==> src/fstl_pkg.sv <==
// Package of the flat Lambert triangle shader: payload types, unit request
// and response structs, register indexes, widths and the sequencer states.
// No dependencies.
package fstl_pkg;

   localparam int LIGHT_WORDS    = 4;
   localparam int MAX_LIGHTS_DEF = 4;

   // Configuration port.
   localparam int CSR_IDX_W  = 3;
   localparam int CSR_DATA_W = 64;
   localparam logic [CSR_IDX_W-1:0] CSR_LIGHT_COUNT = 3'd0;
   localparam logic [CSR_IDX_W-1:0] CSR_LIGHT_FIRST = 3'd1;
   localparam logic [CSR_IDX_W-1:0] CSR_LIGHT_LAST  = 3'd4;

   // Datapath widths.
   localparam int COORD_W = 32;
   localparam int MUL_W   = 33;
   localparam int PROD_W  = 66;
   localparam int VEC_W   = 67;
   localparam int MANT_W  = 30;
   localparam int SQ_W    = 62;
   localparam int ROOT_W  = 31;
   localparam int FRAC_W  = 14;
   localparam int DIVD_W  = MANT_W + FRAC_W;
   localparam int QUO_W   = FRAC_W + 1;
   localparam int UNIT_W  = 16;
   localparam int DOT_W   = 32;
   localparam int ACC_W   = 48;

   localparam logic [7:0] GRAY_MAX = 8'd255;

   typedef struct packed {
      logic signed [COORD_W-1:0] first_x;
      logic signed [COORD_W-1:0] first_y;
      logic signed [COORD_W-1:0] first_z;
      logic signed [COORD_W-1:0] second_x;
      logic signed [COORD_W-1:0] second_y;
      logic signed [COORD_W-1:0] second_z;
      logic signed [COORD_W-1:0] third_x;
      logic signed [COORD_W-1:0] third_y;
      logic signed [COORD_W-1:0] third_z;
   } req_type;

   typedef struct packed {
      logic [7:0] gray_level;
      logic       degenerate;
   } rsp_type;

   typedef struct packed {
      logic            start;
      logic [SQ_W-1:0] radicand;
   } sqrt_req_type;

   typedef struct packed {
      logic              done;
      logic [ROOT_W-1:0] root;
   } sqrt_rsp_type;

   typedef struct packed {
      logic              start;
      logic [DIVD_W-1:0] dividend;
      logic [ROOT_W-1:0] divisor;
   } div_req_type;

   typedef struct packed {
      logic             done;
      logic [QUO_W-1:0] quotient;
   } div_rsp_type;

   typedef enum logic [3:0] {
      S_IDLE, S_CROSS, S_ABS, S_NZERO, S_NSHIFT, S_NSQ, S_SQRT_GO, S_SQRT_WAIT,
      S_DIV_GO, S_DIV_WAIT, S_NDONE, S_LNEXT, S_LLOAD, S_DOT, S_INTEN, S_OUT
   } state_type;

endpackage

==> src/fstl_mul.sv <==
// Shared signed multiplier with a registered product.
// Depends on fstl_pkg.
module fstl_mul (
   input  logic                                clock,
   input  logic signed [fstl_pkg::MUL_W-1:0]   op_a,
   input  logic signed [fstl_pkg::MUL_W-1:0]   op_b,
   output logic signed [fstl_pkg::PROD_W-1:0]  prod
);
   import fstl_pkg::*;

   logic signed [PROD_W-1:0] prod_ff, prod_in;

   // Full-width signed product; one operand pair per cycle.
   assign prod_in = $signed({{(PROD_W-MUL_W){op_a[MUL_W-1]}}, op_a})
                  * $signed({{(PROD_W-MUL_W){op_b[MUL_W-1]}}, op_b});

   always_ff @(posedge clock) begin
      prod_ff <= prod_in;
   end

   assign prod = prod_ff;
endmodule

==> config.mk <==
export PLATFORM = sky130hd
export DESIGN_NAME = fstl_mul
export DESIGN_NICKNAME = d
export VERILOG_FILES = /design/src/fstl_pkg.sv /design/src/fstl_mul.sv
export SDC_FILE = /design/constraint.sdc
export NUM_CORES = 2
export LEC_CHECK = 0
export ABC_CLOCK_PERIOD_IN_PS = 13500
export BUFFER_PORTS_ARGS = -buffer_cell sky130_fd_sc_hd__buf_2
export CAP_MARGIN = 25
export CORE_UTILIZATION = 54
export CTS_BUF_LIST = sky130_fd_sc_hd__clkbuf_4 sky130_fd_sc_hd__clkbuf_8
export DETAILED_ROUTE_END_ITERATION = 8
export PLACE_DENSITY = 0.75
export SKIP_LAST_GASP = 1
export SYNTH_ARGS = -nofsm -noshare
export SYNTH_HDL_FRONTEND = slang
export SYNTH_SLANG_ARGS = --single-unit
==> constraint.sdc <==
create_clock -name clock -period 13.5 [get_ports clock]
set_clock_uncertainty 0.1 [all_clocks]
set_input_delay 1.35 -clock clock [delete_from_list [all_inputs] [get_ports clock]]
set_output_delay 1.35 -clock clock [all_outputs]
set_load 0.05 [all_outputs]
==> metrics.txt <==
actual transition at the worst max-transition pin 1070 ps; Relative slew margins 27.8%; buffers added on ports between 100 and 150; wire length of the first global-routing pass between 150,000 and 200,000 um; Yosys Warn Count 0; width of the chip ~280 um; fraction of layout instances using a drive strength above 1 ~4.4%; post-CTS repair timing setup buffer count 0; clock transition at the register clock pins on the worst setup and hold paths after CTS about 110 ps; number of flip-flops under the largest register name 66; cts bufs inserted 9; Max-Cap Viols 0; Worst Setup Start Kind input pin; Final setup viols 0; Via-to-Cell Ratio ~5.4; CP endpoint kind flop; CP Data Required Time about 14,000 ps; cell area after synthesis 0.0404 mm^2; routed metal-1 wire length 37,700 um; critical setup path kind input pin to flop; CTS tree yes; cts hold-fix bufs 0; result of the run completed; Setup Total Neg Slack 0 ps; top achievable clock speed 0.106 GHz; master cell of the clock root buffer clkbuf_8; Crit path arrival time ~10000 ps; Layout Area Growth over Synthesis 3.38%; Max Root-Sink Buffers 2; total wirelength of the detailed-routed design 102,000 um; antenna violations before repair 6; Rows ~100; Synth async-reset ratio 0%; final cell utilization of the core about 57%; flip-flop and latch count after synthesis 66; H-tree levels 3; Total Nets Final about 5,700; post-CTS resize count 0; number of cells produced by synthesis between 4,000 and 5,000; number of top-level design ports 133; net count after synthesis around 5,700; top_reg_cell synth dfxtp_1; number of search-and-repair iterations in the first detailed-routing pass 5; minimum clock period after layout 9430 ps; DRC violation count after routing 0; Slew Limit Fails 0; CTS sink cnt 66; met3 WL post-DR slightly above 7000 um; initial drt markers between 1,500 and 2,000; Die Ht approximately 280 um; largest area contributor in the synthesized netlist fa_1; Max FO, Critical Path 33; floorplan die area approximately 0.076 mm^2; combined global-route utilization of all metal layers between 20 and 30%; initial cell density of the core 55.0%; capturing instance or port of the critical path prod[65]$_DFF_P_; Seq/Total Area, Yosys under 10%; Detail Placement HPWL 82,400 um; WL per Instance between 15 and 20 um; Fin Hold WS 1380 ps; Synth top area share approximately 57%; top metal layer carrying routed signals met4; EDFF count, synth 0; crit path from op_a[32]; biggest area contributors in the synthesized netlist fa_1 57%, inv_1 11%, and2_1 8.7%; met2 wire length about 50,000 um; via count of the first global-routing pass 31,700; pin count of the biggest net entering global routing 34; core area around 0.073 mm^2; overflow left after global routing 0; setup repair after global routing missed its margin no; DR vias 28,300; post-route antenna net violation count 0; Avg Cell Area, Syn 9.38 um^2; hold violation total from the final report 0; final RePlAce weighted congestion 0.899; fin crit share roughly 70%; post-synth cell types a little over 60; Min-Delay Path Class input pin to flop
-- Yosys cell counts, drive strengths merged (2+ instances only) --
cell type  number
a2111oi         3
a211oi          9
a21boi          2
a21o           28
a21oi          73
a221o           3
a311o           2
a311oi          2
a31oi          10
and2          563
and3            7
and4            7
clkbuf        220
dfxtp          66
fa           1145
ha            217
inv          1133
nand2         543
nand2b          9
nand3          18
nand3b          2
nand4           9
nor2           47
nor2b           3
nor3            8
nor4            5
o211ai          7
o21a            7
o21ai          43
o21ba           3
o21bai          8
o221ai          2
o22ai           3
o311a           2
o31ai           2
o41ai           2
or2             5
xnor2          55
xor2           20
-- kinds of logic after synthesis --
| logic type | after synthesis | share of synthesized area, % |
|---|---|---|
| AOI/OAI and AO/OA | 217 | 3.60 |
| xor gates and xnor gates | 75 | 1.63 |
| adders and majority gates | 1362 | 63.5 |
| buffers and inverters | 1354 | 12.6 |
| DFF | 66 | 3.27 |
| and+or+nand+nor | 1228 | 15.4 |
-- how the worst min path moves through the flow --
stage	from	endpoint	depth (start not counted)
2_1_floorplan	op_a[0]	prod[0]$_DFF_P_	1
3_3_place_gp	prod[10]$_DFF_P_	prod[10]	1
3_5_place_dp	prod[25]$_DFF_P_	prod[25]	1
4_1_cts	op_b[0]	prod[0]$_DFF_P_	2
5_1_grt	op_b[0]	prod[0]$_DFF_P_	2
6_report	op_b[0]	prod[0]$_DFF_P_	2
-- critical path: stages --
cell and delay, ps:
buf_2 510, nand2_1 180, inv_1 180, fa_1 510, fa_1 560, fa_1 930, fa_1 550, fa_1 490
fa_1 520, fa_1 500, inv_1 50, fa_1 470, inv_1 40, ha_1 370, a21oi_1 310, o21ai_0 320
a31oi_1 250, o21ai_0 200, a221o_1 380, a31oi_2 370, o211ai_1 230, o41ai_2 290, xnor2_1 150
-- metrics by stage --
step	cells	instance area (um^2)	worst slack [ps]
global route	5206	41700	3640
detailed placement	5187	41500	3630
finish	5209	41700	4070
floorplan	4302	40400	4830
global placement	5186	41500	3520
CTS	5203	41700	4130
-- layer usage --
layer  track usage [%]  vias to the layer above
met2              49.6                     1142
met4              14.4                        0
met3              4.29                      294
met5                 0                        -
met1              36.1                    14800
li1                  -                    12100
-- final cells by class --
cell class	count	area (um^2)
repair buffers	147	781
clock buffers	9	124
inverters	1133	4250
multi-input cells	2882	34000
flip-flops and latches	66	1320
fillers	6380	31700
diodes	6	15.0
well taps	959	1200
clock inverters	7	82.6
-- layout by cell type (no fill, tap or decap), types with 6 or more instances in the layout --
cell type / n
nor2_1: 47
clkbuf_8: 9
xor2_1: 20
xnor2_1: 55
fa_1: 1145
a31oi_1: 9
a21o_1: 28
nand2b_1: 9
diode_2: 6
buf_2: 132
o21bai_1: 8
and2_1: 562
ha_1: 217
o211ai_1: 7
a21oi_1: 73
inv_1: 1133
o21ai_0: 37
buf_4: 14
nand2_1: 543
nor3_1: 7
o21a_1: 7
nand4_1: 9
and3_1: 7
nand3_1: 18
and4_1: 7
dfxtp_1: 66
Power is left out: the tool's default activity adds up to more than one toggle a clock period on the data nets, which glitch-free logic cannot reach.
