$ cat config.mk
export PLATFORM = sky130hd
export DESIGN_NAME = fstl_div
export DESIGN_NICKNAME = d
export VERILOG_FILES = /design/src/fstl_pkg.sv /design/src/fstl_div.sv
export SDC_FILE = /design/constraint.sdc
export NUM_CORES = 1
export LEC_CHECK = 0
export CORE_MARGIN = 3
export CORE_UTILIZATION = 50
export CTS_CLUSTER_DIAMETER = 40
export DETAILED_ROUTE_END_ITERATION = 12
export DONT_BUFFER_PORTS = 1
export GPL_TIMING_DRIVEN = 1
export PLACE_DENSITY = 0.64
export SKIP_CTS_REPAIR_TIMING = 1
export SLEW_MARGIN = 40
export SYNTH_ARGS = -nofsm -noshare
export SYNTH_HDL_FRONTEND = slang
export SYNTH_SLANG_ARGS = --single-unit
$ cat constraint.sdc
create_clock -name clock -period 6.4 [get_ports clock]
set_clock_uncertainty 0.2 [all_clocks]
set_input_delay 1.28 -clock clock [delete_from_list [all_inputs] [get_ports clock]]
set_output_delay 1.28 -clock clock [all_outputs]
set_load 0.1 [all_outputs]
$ cat src/fstl_pkg.sv
// Package of the flat Lambert triangle shader: payload types, unit request
// and response structs, register indexes, widths and the sequencer states.
// No dependencies.
package fstl_pkg;

   localparam int LIGHT_WORDS    = 4;
   localparam int MAX_LIGHTS_DEF = 4;

   // Configuration port.
   localparam int CSR_IDX_W  = 3;
   localparam int CSR_DATA_W = 64;
   localparam logic [CSR_IDX_W-1:0] CSR_LIGHT_COUNT = 3'd0;
   localparam logic [CSR_IDX_W-1:0] CSR_LIGHT_FIRST = 3'd1;
   localparam logic [CSR_IDX_W-1:0] CSR_LIGHT_LAST  = 3'd4;

   // Datapath widths.
   localparam int COORD_W = 32;
   localparam int MUL_W   = 33;
   localparam int PROD_W  = 66;
   localparam int VEC_W   = 67;
   localparam int MANT_W  = 30;
   localparam int SQ_W    = 62;
   localparam int ROOT_W  = 31;
   localparam int FRAC_W  = 14;
   localparam int DIVD_W  = MANT_W + FRAC_W;
   localparam int QUO_W   = FRAC_W + 1;
   localparam int UNIT_W  = 16;
   localparam int DOT_W   = 32;
   localparam int ACC_W   = 48;

   localparam logic [7:0] GRAY_MAX = 8'd255;

   typedef struct packed {
      logic signed [COORD_W-1:0] first_x;
      logic signed [COORD_W-1:0] first_y;
      logic signed [COORD_W-1:0] first_z;
      logic signed [COORD_W-1:0] second_x;
      logic signed [COORD_W-1:0] second_y;
      logic signed [COORD_W-1:0] second_z;
      logic signed [COORD_W-1:0] third_x;
      logic signed [COORD_W-1:0] third_y;
      logic signed [COORD_W-1:0] third_z;
   } req_type;

   typedef struct packed {
      logic [7:0] gray_level;
      logic       degenerate;
   } rsp_type;

   typedef struct packed {
      logic            start;
      logic [SQ_W-1:0] radicand;
   } sqrt_req_type;

   typedef struct packed {
      logic              done;
      logic [ROOT_W-1:0] root;
   } sqrt_rsp_type;

   typedef struct packed {
      logic              start;
      logic [DIVD_W-1:0] dividend;
      logic [ROOT_W-1:0] divisor;
   } div_req_type;

   typedef struct packed {
      logic             done;
      logic [QUO_W-1:0] quotient;
   } div_rsp_type;

   typedef enum logic [3:0] {
      S_IDLE, S_CROSS, S_ABS, S_NZERO, S_NSHIFT, S_NSQ, S_SQRT_GO, S_SQRT_WAIT,
      S_DIV_GO, S_DIV_WAIT, S_NDONE, S_LNEXT, S_LLOAD, S_DOT, S_INTEN, S_OUT
   } state_type;

endpackage

$ cat src/fstl_div.sv
// Restoring divider, one quotient bit per cycle, for the Q1.14 components.
// Depends on fstl_pkg.
module fstl_div (
   input  logic                  clock,
   input  logic                  reset,
   input  fstl_pkg::div_req_type dv_req,
   output fstl_pkg::div_rsp_type dv_rsp
);
   import fstl_pkg::*;

   localparam int DSR_W = ROOT_W + FRAC_W;

   logic              busy_ff, busy_in;
   logic              done_ff, done_in;
   logic [DIVD_W-1:0] rem_ff, rem_in;
   logic [DSR_W-1:0]  dsr_ff, dsr_in;
   logic [QUO_W-1:0]  quo_ff, quo_in;
   logic [3:0]        cnt_ff, cnt_in;

   // Compare against the shifted divisor and subtract when it fits.
   always_comb begin
      busy_in = busy_ff;
      done_in = 1'b0;
      rem_in  = rem_ff;
      dsr_in  = dsr_ff;
      quo_in  = quo_ff;
      cnt_in  = cnt_ff;
      if (dv_req.start) begin
         busy_in = 1'b1;
         rem_in  = dv_req.dividend;
         dsr_in  = {dv_req.divisor, {FRAC_W{1'b0}}};
         quo_in  = '0;
         cnt_in  = 4'(FRAC_W);
      end else if (busy_ff) begin
         if ({1'b0, rem_ff} >= dsr_ff) begin
            rem_in = rem_ff - dsr_ff[DIVD_W-1:0];
            quo_in = {quo_ff[QUO_W-2:0], 1'b1};
         end else begin
            quo_in = {quo_ff[QUO_W-2:0], 1'b0};
         end
         dsr_in = dsr_ff >> 1;
         if (cnt_ff == '0) begin
            busy_in = 1'b0;
            done_in = 1'b1;
         end else begin
            cnt_in = cnt_ff - 4'd1;
         end
      end
   end

   always_ff @(posedge clock) begin
      if (reset) begin
         busy_ff <= 1'b0;
         done_ff <= 1'b0;
      end else begin
         busy_ff <= busy_in;
         done_ff <= done_in;
      end
      rem_ff <= rem_in;
      dsr_ff <= dsr_in;
      quo_ff <= quo_in;
      cnt_ff <= cnt_in;
   end

   assign dv_rsp.done     = done_ff;
   assign dv_rsp.quotient = quo_ff;
endmodule

==> results.sh <==
export IMPL_drt_pre_antenna_iters=5
export IMPL_drt_iter0_drc=453
export IMPL_crit_path_end_kind="register"
export IMPL_grt_pass1_wl_um=28600
export IMPL_drt_total_wl_um=17300
export IMPL_vias_per_cell=5.88
export IMPL_setup_viol=0
export IMPL_synth_nets=957
export IMPL_dpl_cell_area_um2=7390
export IMPL_synth_distinct_cells=69
export IMPL_htree_num_levels=3
export IMPL_vias=5813
export IMPL_antenna_found_initial=0
export IMPL_drv_slew=0
export IMPL_die_w_um=127
export IMPL_fin_crit_sh=0.565
export IMPL_gp_congestion=0.900
export IMPL_synth_top_area_share=0.310
export IMPL_power_frac_comb=0.409
export IMPL_synthToLayoutAreaGrowth_pct=5.47
export IMPL_drive_above_1_share=0.0754
export IMPL_rows=43
export IMPL_ys_flop_type="edfxtp_1"
export IMPL_async_flop_share=0
export IMPL_r2r_slack_ps=2780
export IMPL_synth_edf_count=75
export IMPL_yosysTopAreaCell="edfxtp_1"
export IMPL_clockBufferDepth=2
export IMPL_grtUsageTotal=0.218
export IMPL_cts_made_buffers=9
export IMPL_yosys_register_bits=110
export IMPL_grt_overflow_total=0
export IMPL_sw_frac_of_total=0.375
export IMPL_timing_rr_start="rem_ff[0]"
export IMPL_crit_end="rem_ff[36]"
export IMPL_die_y_um=127
export IMPL_grt_max_degree=175
export IMPL_ant_nets=0
export IMPL_netlist_top_cells_area="edfxtp_1 (31%), dfxtp_1 (9.6%), ha_1 (7.7%)"
export IMPL_dp_worst_setup_slack_ps=2810
export IMPL_crit_type="reg -> reg"
export IMPL_ios=94
export IMPL_drt_wirelength_per_cell_um=17.5
export IMPL_nets=928
export IMPL_tightestPinTransition_ps=817
export IMPL_startpoint_type="register"
export IMPL_critPathMaxFanout=5
export IMPL_dpl_hpwl_um=12700
export IMPL_path_clk_slew_ps=80
export IMPL_cp_required_ps=6330
export IMPL_die_area_um2=16000
export IMPL_diodes=0
export IMPL_finalPower_mw=2.49
export IMPL_timing_rr_end="rem_ff[36]"
export IMPL_cts_tree="built"
export IMPL_initial_utilization=0.518
export IMPL_cts_sinks=110
export IMPL_grt_pass1_vias=5825
export IMPL_setup_tns_final_ps=0
export IMPL_worstRegToRegCells=12
export IMPL_cellLeakagePower_nw=2.98
export IMPL_worstPathArrival_ps=3550
export IMPL_max_cap_viol_count=0
export IMPL_synthCells=833
export IMPL_fin_ws_ps=2780
export IMPL_clk_insertion_delay_late_ps=370
export IMPL_synth_area_um2=7270
export IMPL_rsz0062_at_grt="no"
export IMPL_hold_class="reg -> reg"
export IMPL_finalHoldViolCount=0
export IMPL_max_slew_margin_rel=0.455
export IMPL_p_per_area_nw_per_um2=325
export IMPL_root_buffer="clkbuf_16"
export IMPL_fmax_ghz=0.277
export IMPL_power_internal_mw=1.56
export IMPL_ys_warn_count=0
export IMPL_vdd_drop_max_mv=0.155
export IMPL_p_seq_frac=0.369
export IMPL_status="completed"
export IMPL_p_clk_frac=0.222
export IMPL_design_core_area_um2=14000
export IMPL_syn_avg_cell_area_um2=8.73
export IMPL_ys_seq_area_frac=0.406
export IMPL_fillers=1304
export IMPL_p_sw_mw=0.934
export IMPL_cp_startpoint="rem_ff[0]"
export IMPL_period_minus_slack_ps=3620
export IMPL_holdWs_ps=307
export IMPL_portBuffers=0
export IMPL_fin_area_um2=7670
export IMPL_drc_errors=0
-- cells in the mapped netlist (4+ instances only) --
cell and n:
a211oi_1 8, a21o_1 18, a21oi_1 57, a311oi_1 4, a31oi_1 7, and3_1 7, buf_1 8, buf_2 6
clkbuf_1 29, dfxtp_1 35, edfxtp_1 75, ha_1 45, inv_1 59, mux2i_1 29, nand2_1 128, nand3_1 11
nand4_1 15, nor2_1 61, nor3_1 15, o211ai_1 5, o21a_1 8, o21ai_0 83, o21ai_1 5, o21bai_1 13
o31ai_1 6, or2_2 4, xnor2_1 22, xor2_1 8
-- worst min-delay path by stage --
stage | startpoint | to | slack (ps) | cells past startpoint
5_1_grt | cnt_ff[1] | cnt_ff[1] | 330 | 2
3_3_place_gp | cnt_ff[1] | cnt_ff[1] | 290 | 2
4_1_cts | cnt_ff[1] | cnt_ff[1] | 310 | 2
3_5_place_dp | dsr_ff[0] | dsr_ff[0] | 300 | 2
6_report | cnt_ff[1] | cnt_ff[1] | 310 | 2
2_1_floorplan | dsr_ff[0] | dsr_ff[0] | 260 | 2
-- critical path: stages, from the launching register on --
cell,delay [ps]
edfxtp_1,360
inv_1,60
ha_1,160
inv_1,50
fa_1,420
a211oi_1,350
o21bai_1,160
o21ai_0,320
nand2_1,170
a31oi_4,320
o21ai_2,190
mux2_1,350
a32o_1,250
-- kinds of logic after synthesis --
kind of cell | after synthesis | synth area share
fa+ha+maj | 46 | 0.0802
buf+inv | 107 | 0.0590
flops | 110 | 0.406
mux | 33 | 0.0466
xor+xnor | 30 | 0.0361
compound gates | 244 | 0.211
simple gates | 263 | 0.161
-- metrics by stage --
step	util	instances
after floorplan	-	833
after global placement	0.523	971
after detailed placement	0.527	973
after CTS	0.546	989
after global routing	0.546	989
final	0.546	989
-- area by class of cell --
type / instances / area [um^2] / share of cell area
multi-input cells: 616 / 3910 / 0.509
flip-flops and latches: 110 / 2970 / 0.387
clock inverters: 6 / 48.8 / 0.00636
well taps: 180 / 225 / 0.0294
repair buffers: 7 / 63.8 / 0.00832
clock buffers: 10 / 229 / 0.0298
inverters: 60 / 225 / 0.0294
-- metal layers --
layer | wire, um | vias to the layer above | track usage
li1 | - | 2915 | -
met1 | 7860 | 2708 | 0.292
met2 | 8040 | 170 | 0.351
met3 | 1120 | 20 | 0.0535
met4 | 293 | 0 | 0.0656
met5 | 0 | - | 0
-- flip-flops by register name (all words and copies together) (netlist names) --
| register | count |
|---|---|
| busy_ff | 1 |
| rem_ff | 44 |
| cnt_ff | 4 |
| quo_ff | 15 |
| done_ff | 1 |
| dsr_ff | 45 |
-- power groups by stage --
stage | clock network (mW) | logic (mW) | registers, mW
2_1_floorplan | 0 | 0.809 | 0.933
3_3_place_gp | 0 | 0.987 | 0.933
3_5_place_dp | 0 | 1.01 | 0.937
4_1_cts | 0.568 | 1.01 | 0.921
5_1_grt | 0.590 | 1.13 | 0.931
6_report | 0.553 | 1.02 | 0.920
-- layout by cell type (no fill, tap or decap), drive strengths merged, types with 15 or more instances in the layout --
cell / instances
a21o: 18
a21oi: 61
dfxtp: 35
edfxtp: 75
ha: 45
inv: 64
mux2i: 29
nand2: 128
nand4: 15
nor2: 61
nor3: 16
o21ai: 90
xnor2: 22
(Power assumes the default switching activity.)
