## src/fstl_pkg.sv

```systemverilog
// Package of the flat Lambert triangle shader: payload types, unit request
// and response structs, register indexes, widths and the sequencer states.
// No dependencies.
package fstl_pkg;

   localparam int LIGHT_WORDS    = 4;
   localparam int MAX_LIGHTS_DEF = 4;

   // Configuration port.
   localparam int CSR_IDX_W  = 3;
   localparam int CSR_DATA_W = 64;
   localparam logic [CSR_IDX_W-1:0] CSR_LIGHT_COUNT = 3'd0;
   localparam logic [CSR_IDX_W-1:0] CSR_LIGHT_FIRST = 3'd1;
   localparam logic [CSR_IDX_W-1:0] CSR_LIGHT_LAST  = 3'd4;

   // Datapath widths.
   localparam int COORD_W = 32;
   localparam int MUL_W   = 33;
   localparam int PROD_W  = 66;
   localparam int VEC_W   = 67;
   localparam int MANT_W  = 30;
   localparam int SQ_W    = 62;
   localparam int ROOT_W  = 31;
   localparam int FRAC_W  = 14;
   localparam int DIVD_W  = MANT_W + FRAC_W;
   localparam int QUO_W   = FRAC_W + 1;
   localparam int UNIT_W  = 16;
   localparam int DOT_W   = 32;
   localparam int ACC_W   = 48;

   localparam logic [7:0] GRAY_MAX = 8'd255;

   typedef struct packed {
      logic signed [COORD_W-1:0] first_x;
      logic signed [COORD_W-1:0] first_y;
      logic signed [COORD_W-1:0] first_z;
      logic signed [COORD_W-1:0] second_x;
      logic signed [COORD_W-1:0] second_y;
      logic signed [COORD_W-1:0] second_z;
      logic signed [COORD_W-1:0] third_x;
      logic signed [COORD_W-1:0] third_y;
      logic signed [COORD_W-1:0] third_z;
   } req_type;

   typedef struct packed {
      logic [7:0] gray_level;
      logic       degenerate;
   } rsp_type;

   typedef struct packed {
      logic            start;
      logic [SQ_W-1:0] radicand;
   } sqrt_req_type;

   typedef struct packed {
      logic              done;
      logic [ROOT_W-1:0] root;
   } sqrt_rsp_type;

   typedef struct packed {
      logic              start;
      logic [DIVD_W-1:0] dividend;
      logic [ROOT_W-1:0] divisor;
   } div_req_type;

   typedef struct packed {
      logic             done;
      logic [QUO_W-1:0] quotient;
   } div_rsp_type;

   typedef enum logic [3:0] {
      S_IDLE, S_CROSS, S_ABS, S_NZERO, S_NSHIFT, S_NSQ, S_SQRT_GO, S_SQRT_WAIT,
      S_DIV_GO, S_DIV_WAIT, S_NDONE, S_LNEXT, S_LLOAD, S_DOT, S_INTEN, S_OUT
   } state_type;

endpackage

```

## src/fstl_sqrt.sv

```systemverilog
// Iterative integer square root, two radicand bits per cycle.
// Depends on fstl_pkg.
module fstl_sqrt (
   input  logic                   clock,
   input  logic                   reset,
   input  fstl_pkg::sqrt_req_type sq_req,
   output fstl_pkg::sqrt_rsp_type sq_rsp
);
   import fstl_pkg::*;

   localparam int W = 64;

   logic         busy_ff, busy_in;
   logic         done_ff, done_in;
   logic [W-1:0] rem_ff, rem_in;
   logic [W-1:0] res_ff, res_in;
   logic [W-1:0] bit_ff, bit_in;
   logic [W-1:0] trial;

   assign trial = res_ff + bit_ff;

   // One digit-by-digit step per cycle, from the top bit pair down.
   always_comb begin
      busy_in = busy_ff;
      done_in = 1'b0;
      rem_in  = rem_ff;
      res_in  = res_ff;
      bit_in  = bit_ff;
      if (sq_req.start) begin
         busy_in = 1'b1;
         rem_in  = W'(sq_req.radicand);
         res_in  = '0;
         bit_in  = W'(1) << (W - 2);
      end else if (busy_ff) begin
         if (rem_ff >= trial) begin
            rem_in = rem_ff - trial;
            res_in = (res_ff >> 1) + bit_ff;
         end else begin
            res_in = res_ff >> 1;
         end
         bit_in = bit_ff >> 2;
         if (bit_ff[0]) begin
            busy_in = 1'b0;
            done_in = 1'b1;
         end
      end
   end

   always_ff @(posedge clock) begin
      if (reset) begin
         busy_ff <= 1'b0;
         done_ff <= 1'b0;
      end else begin
         busy_ff <= busy_in;
         done_ff <= done_in;
      end
      rem_ff <= rem_in;
      res_ff <= res_in;
      bit_ff <= bit_in;
   end

   assign sq_rsp.done = done_ff;
   assign sq_rsp.root = res_ff[ROOT_W-1:0];
endmodule

```

## config.mk

```make
export PLATFORM = sky130hd
export DESIGN_NAME = fstl_sqrt
export DESIGN_NICKNAME = d
export VERILOG_FILES = /design/src/fstl_pkg.sv /design/src/fstl_sqrt.sv
export SDC_FILE = /design/constraint.sdc
export NUM_CORES = 1
export LEC_CHECK = 0
export ABC_AREA = 0
export ABC_CLOCK_PERIOD_IN_PS = 5910
export BUFFER_PORTS_ARGS = -buffer_cell sky130_fd_sc_hd__buf_4
export CORE_MARGIN = 2
export CORE_UTILIZATION = 45
export DETAILED_ROUTE_END_ITERATION = 8
export MAX_ROUTING_LAYER = met4
export PLACE_DENSITY_LB_ADDON = 0.2
export SYNTH_ARGS = -nofsm -noshare
export SYNTH_HDL_FRONTEND = slang
export SYNTH_SLANG_ARGS = --single-unit
```

## constraint.sdc

```tcl
create_clock -name clock -period 5.91 [get_ports clock]
set_clock_uncertainty 0.05 [all_clocks]
set_input_delay 0.8865 -clock clock [delete_from_list [all_inputs] [get_ports clock]]
set_output_delay 0.8865 -clock clock [all_outputs]
set_load 0.05 [all_outputs]
```

==> impl.org <==
** Detailed routing
- After detailed routing, the number of vias per cell comes to approximately 6.
- Pre-Repair DR Iteration Count :: 5
- Antenna Violating Nets Remaining :: 0
- DR iter-0 viols :: around 1,200
- DR WL met2 :: a little over 20 mm
- Highest metal used :: met4
- For this run, design rule violations remaining after detail routing come to 0.
- For this block, wires on met1 add up to roughly 23 mm.
- DR vias :: about 14,000
- After detailed routing, the total wire length is between 40 and 50 mm.
- The routed design uses slightly above 3 mm of met3 wire.
- DR WL/cell :: a little under 20 um

** Worst setup path
- Along the worst path, the maximum fanout reaches 9.
- Crit-path slowest cell :: dfxtp_1
- Critical path class :: reg -> reg
- Nature of the critical path startpoint :: flip-flop
- STA classifies the critical path endpoint as a flip-flop.
- Arrival time at the worst endpoint :: about 5800 ps
- Sequence of cells on the critical path :: ha_1, a31o_2, a31o_2, a41oi_1, inv_1, a21boi_1, o21a_1, o21ai_0, a31oi_1, xor2_1, ha_1, a21oi_1, o21bai_1, a21oi_1, o21ai_0, a221o_1, a41oi_2, o31ai_2, a211oi_1, xor2_1, o21ai_1
- In this design, the stage delay of the slowest critical-path cell is 500 ps.
- Req. time, crit path :: between 6000 and 7000 ps

** Final layout
- Number of nets in the final layout :: about 2,100
- In the final layout, the share of cells above drive strength 1 is 0.129.
- After routing the design area is 16,900 um^2.
- The repair_antennas step left the layout with diodes totalling 0.
- Area growth from synthesis to layout :: 10.4%

** Floorplan
- The total area inside the core boundary comes to 33,400 um^2.
- Io pins :: 97
- Initial core utilization :: 0.456
- Die Footprint :: 35,400 um^2
- The initialized floorplan defines between 60 and 70 standard-cell rows.
- Height of the chip :: 188 um
- The floorplan step set the die width to 188 um.

** Global routing
- Overall routing resource usage :: 0.269
- The number of antenna violations at the first check in global routing is 0.
- Entering global routing, the biggest net connects 74 pins.
- After global routing the overflow that remains totals 0.
- The first global-routing pass estimated 73.6 mm of wire.
- Via count of the first global-routing pass :: around 13,000

** Yosys
- In the synthesized netlist the async set-or-reset flop fraction comes to 0.
- The synthesized netlist occupies a cell area of 15,300 um^2.
- When the netlist entered floorplanning its net count stood at roughly 2,100.
- Counting distinct cell types in the post-synthesis netlist gives 97.
- Count of state elements after synthesis :: ~160
- For this run, the leading register cell type out of synthesis is dfxtp_1.
- Synthesis produced 1,906 cells.
- Sequential cell area fraction in the yosys report :: 0.253
- Count of warnings emitted by yosys :: 0
- The average instance in the mapped netlist occupies 8.01 um^2.
- EDFF count, synth :: 62

** STA
- Fraction of the cycle the final worst path needs :: 0.952
- Subtracting the final worst setup slack from the clock period gives between 5000 and 6000 ps.
- Worst slew slack as a fraction of its limit :: 0.374
- Hold violation total from the final report :: 0
- Worst-case setup margin in the final layout :: roughly 280 ps
- Setup violation total in the final timing report :: 0
- Worst-Margin Slew :: between 900 and 1000 ps
- Peak clock frequency supported by timing :: 178 MHz
- Total Negative Setup Slacks :: 0 ps
- Hold is met by between 400 and 500 ps.
- The count of pins over their slew limit was 0.
- Setup repair after global routing could not meet its margin everywhere.

** Clock network
- CTS tree :: yes
- The clock passes through at most 2 buffers.
- Cells resized by post-CTS repair :: 0
- Clock slew seen by the registers of the worst setup and hold paths :: roughly 70 ps
- In this run, CTS created clock tree buffers numbering 17.
- Insertion delay of the later-clocked pin in the worst-skew pair :: roughly 450 ps
- CTS built an H-tree with a depth of 4.
- Setup fix buffers added after clock tree synthesis :: 0
- In this run, post-CTS hold repair placed 0 buffers.
- The tree is rooted in a clkbuf_16.
- Clock sink count :: between 150 and 200

** Place
- Port buffering added between 90 and 100 buffers.
- Post-Place Worst Slack :: 162 ps
- Once detailed placement completed, the half-perimeter wirelength came to approximately 35 mm.
- Once placement finished, the instance area stood at 16,100 um^2.
- Final RePlAce weighted congestion :: 0.954

** Job
- Across the run, the number of max-cap violations was 0.

** Power
- Power density cells :: about 420 nW/um^2
- Lkg Pwr :: ~6.5 nW
- Worst-case vdd ir drop :: ~250 uV

** Outcome
- Run status :: finished clean

** Worst hold path
- The path class of the tightest hold or removal check is reg -> reg.
-- area by class of cell --
type                    instances  area [um^2]
multi-input cells            1565        10500
inverters                      46          173
flip-flops and latches        162         3870
clock buffers                  28          549
repair buffers                137         1110
fillers                      3270        16600
well taps                     448          561
clock inverters                 4         45.0
-- flip-flops by register name (all words and copies together) (netlist names) --
| name | cells |
|---|---|
| bit_ff | 32 |
| done_ff | 1 |
| res_ff | 64 |
| rem_ff | 64 |
| busy_ff | 1 |
-- per-stage QoR --
step / instances / util / power, mW
final: 2390 / 0.504 / 7.13
after detailed placement: 2356 / 0.483 / 5.75
after global placement: 2356 / 0.483 / 5.73
after global routing: 2390 / 0.504 / 7.61
after CTS: 2388 / 0.500 / 6.95
after floorplan: 1906 / - / 4.80
-- cell families after synthesis --
family,count (synthesis),synth area share
compound gates,646,0.283
simple gates,583,0.176
buf+inv,179,0.0588
flops,162,0.253
xor+xnor,159,0.0912
fa+ha+maj,131,0.108
mux,46,0.0305
-- Yosys cell counts, types with 48 or more instances --
cell | number | area [um^2]
dfxtp_1 | 100 | 2000
o21ai_0 | 160 | 801
edfxtp_1 | 62 | 1860
nor2_1 | 163 | 612
a31oi_1 | 53 | 332
xor2_1 | 74 | 648
nand2_1 | 225 | 845
a21oi_1 | 134 | 671
xnor2_1 | 85 | 744
clkbuf_1 | 51 | 191
nand4_1 | 48 | 300
ha_1 | 130 | 1630
-- worst max-delay path: cells and delay by family, from the launching register on --
family / cells / cell delay [ps]
xor+xnor: 2 / 380
buf+inv: 1 / 80
flops: 1 / 500
compound gates: 16 / 3650
fa+ha+maj: 2 / 670
-- final timing paths --
path,start,endpoint,slack (ps),cells after the start
worst max-delay path,res_ff[10]$_SDFFE_PP0P_,rem_ff[50]$_DFFE_PP_,280,21
worst min-delay path,rem_ff[62]$_SDFFE_PP0P_,rem_ff[62]$_SDFFE_PP0P_,440,2
worst max register to register,res_ff[10]$_SDFFE_PP0P_,rem_ff[50]$_DFFE_PP_,280,21
worst min register to register,rem_ff[62]$_SDFFE_PP0P_,rem_ff[62]$_SDFFE_PP0P_,440,2
-- cells in the final DEF, fill, tap and decap left out, drive strengths merged, types with 10 or more instances in the layout --
cell and instances:
nand2 226, o21ai 191, nor2 163, a21oi 136
buf 135, ha 130, dfxtp 100, xnor2 85
xor2 74, edfxtp 62, a31oi 57, nand4 50
inv 46, a21o 44, mux2i 42, a211oi 34
o21bai 33, nor3 31, clkbuf 30, nand3 23
a31o 21, and3 16, nor2b 16, or3 15
a21boi 15, a311oi 14, a221oi 14, o31ai 13
and2 11, o211ai 11, or2 11, o21a 10
-- metal layers --
| metal | vias up | GRT usage |
|---|---|---|
| met2 | 447 | 0.390 |
| met5 | - | - |
| met4 | 0 | 0.0627 |
| met1 | 6776 | 0.389 |
| met3 | 42 | 0.0438 |
| li1 | 7060 | - |
-- power breakdown --
group	internal, mW	switching [mW]	total [mW]
combinational	1.62	2.66	4.27
sequential	1.49	0.188	1.68
clock	0.675	0.498	1.17
Power figures use the tool's default switching activity.
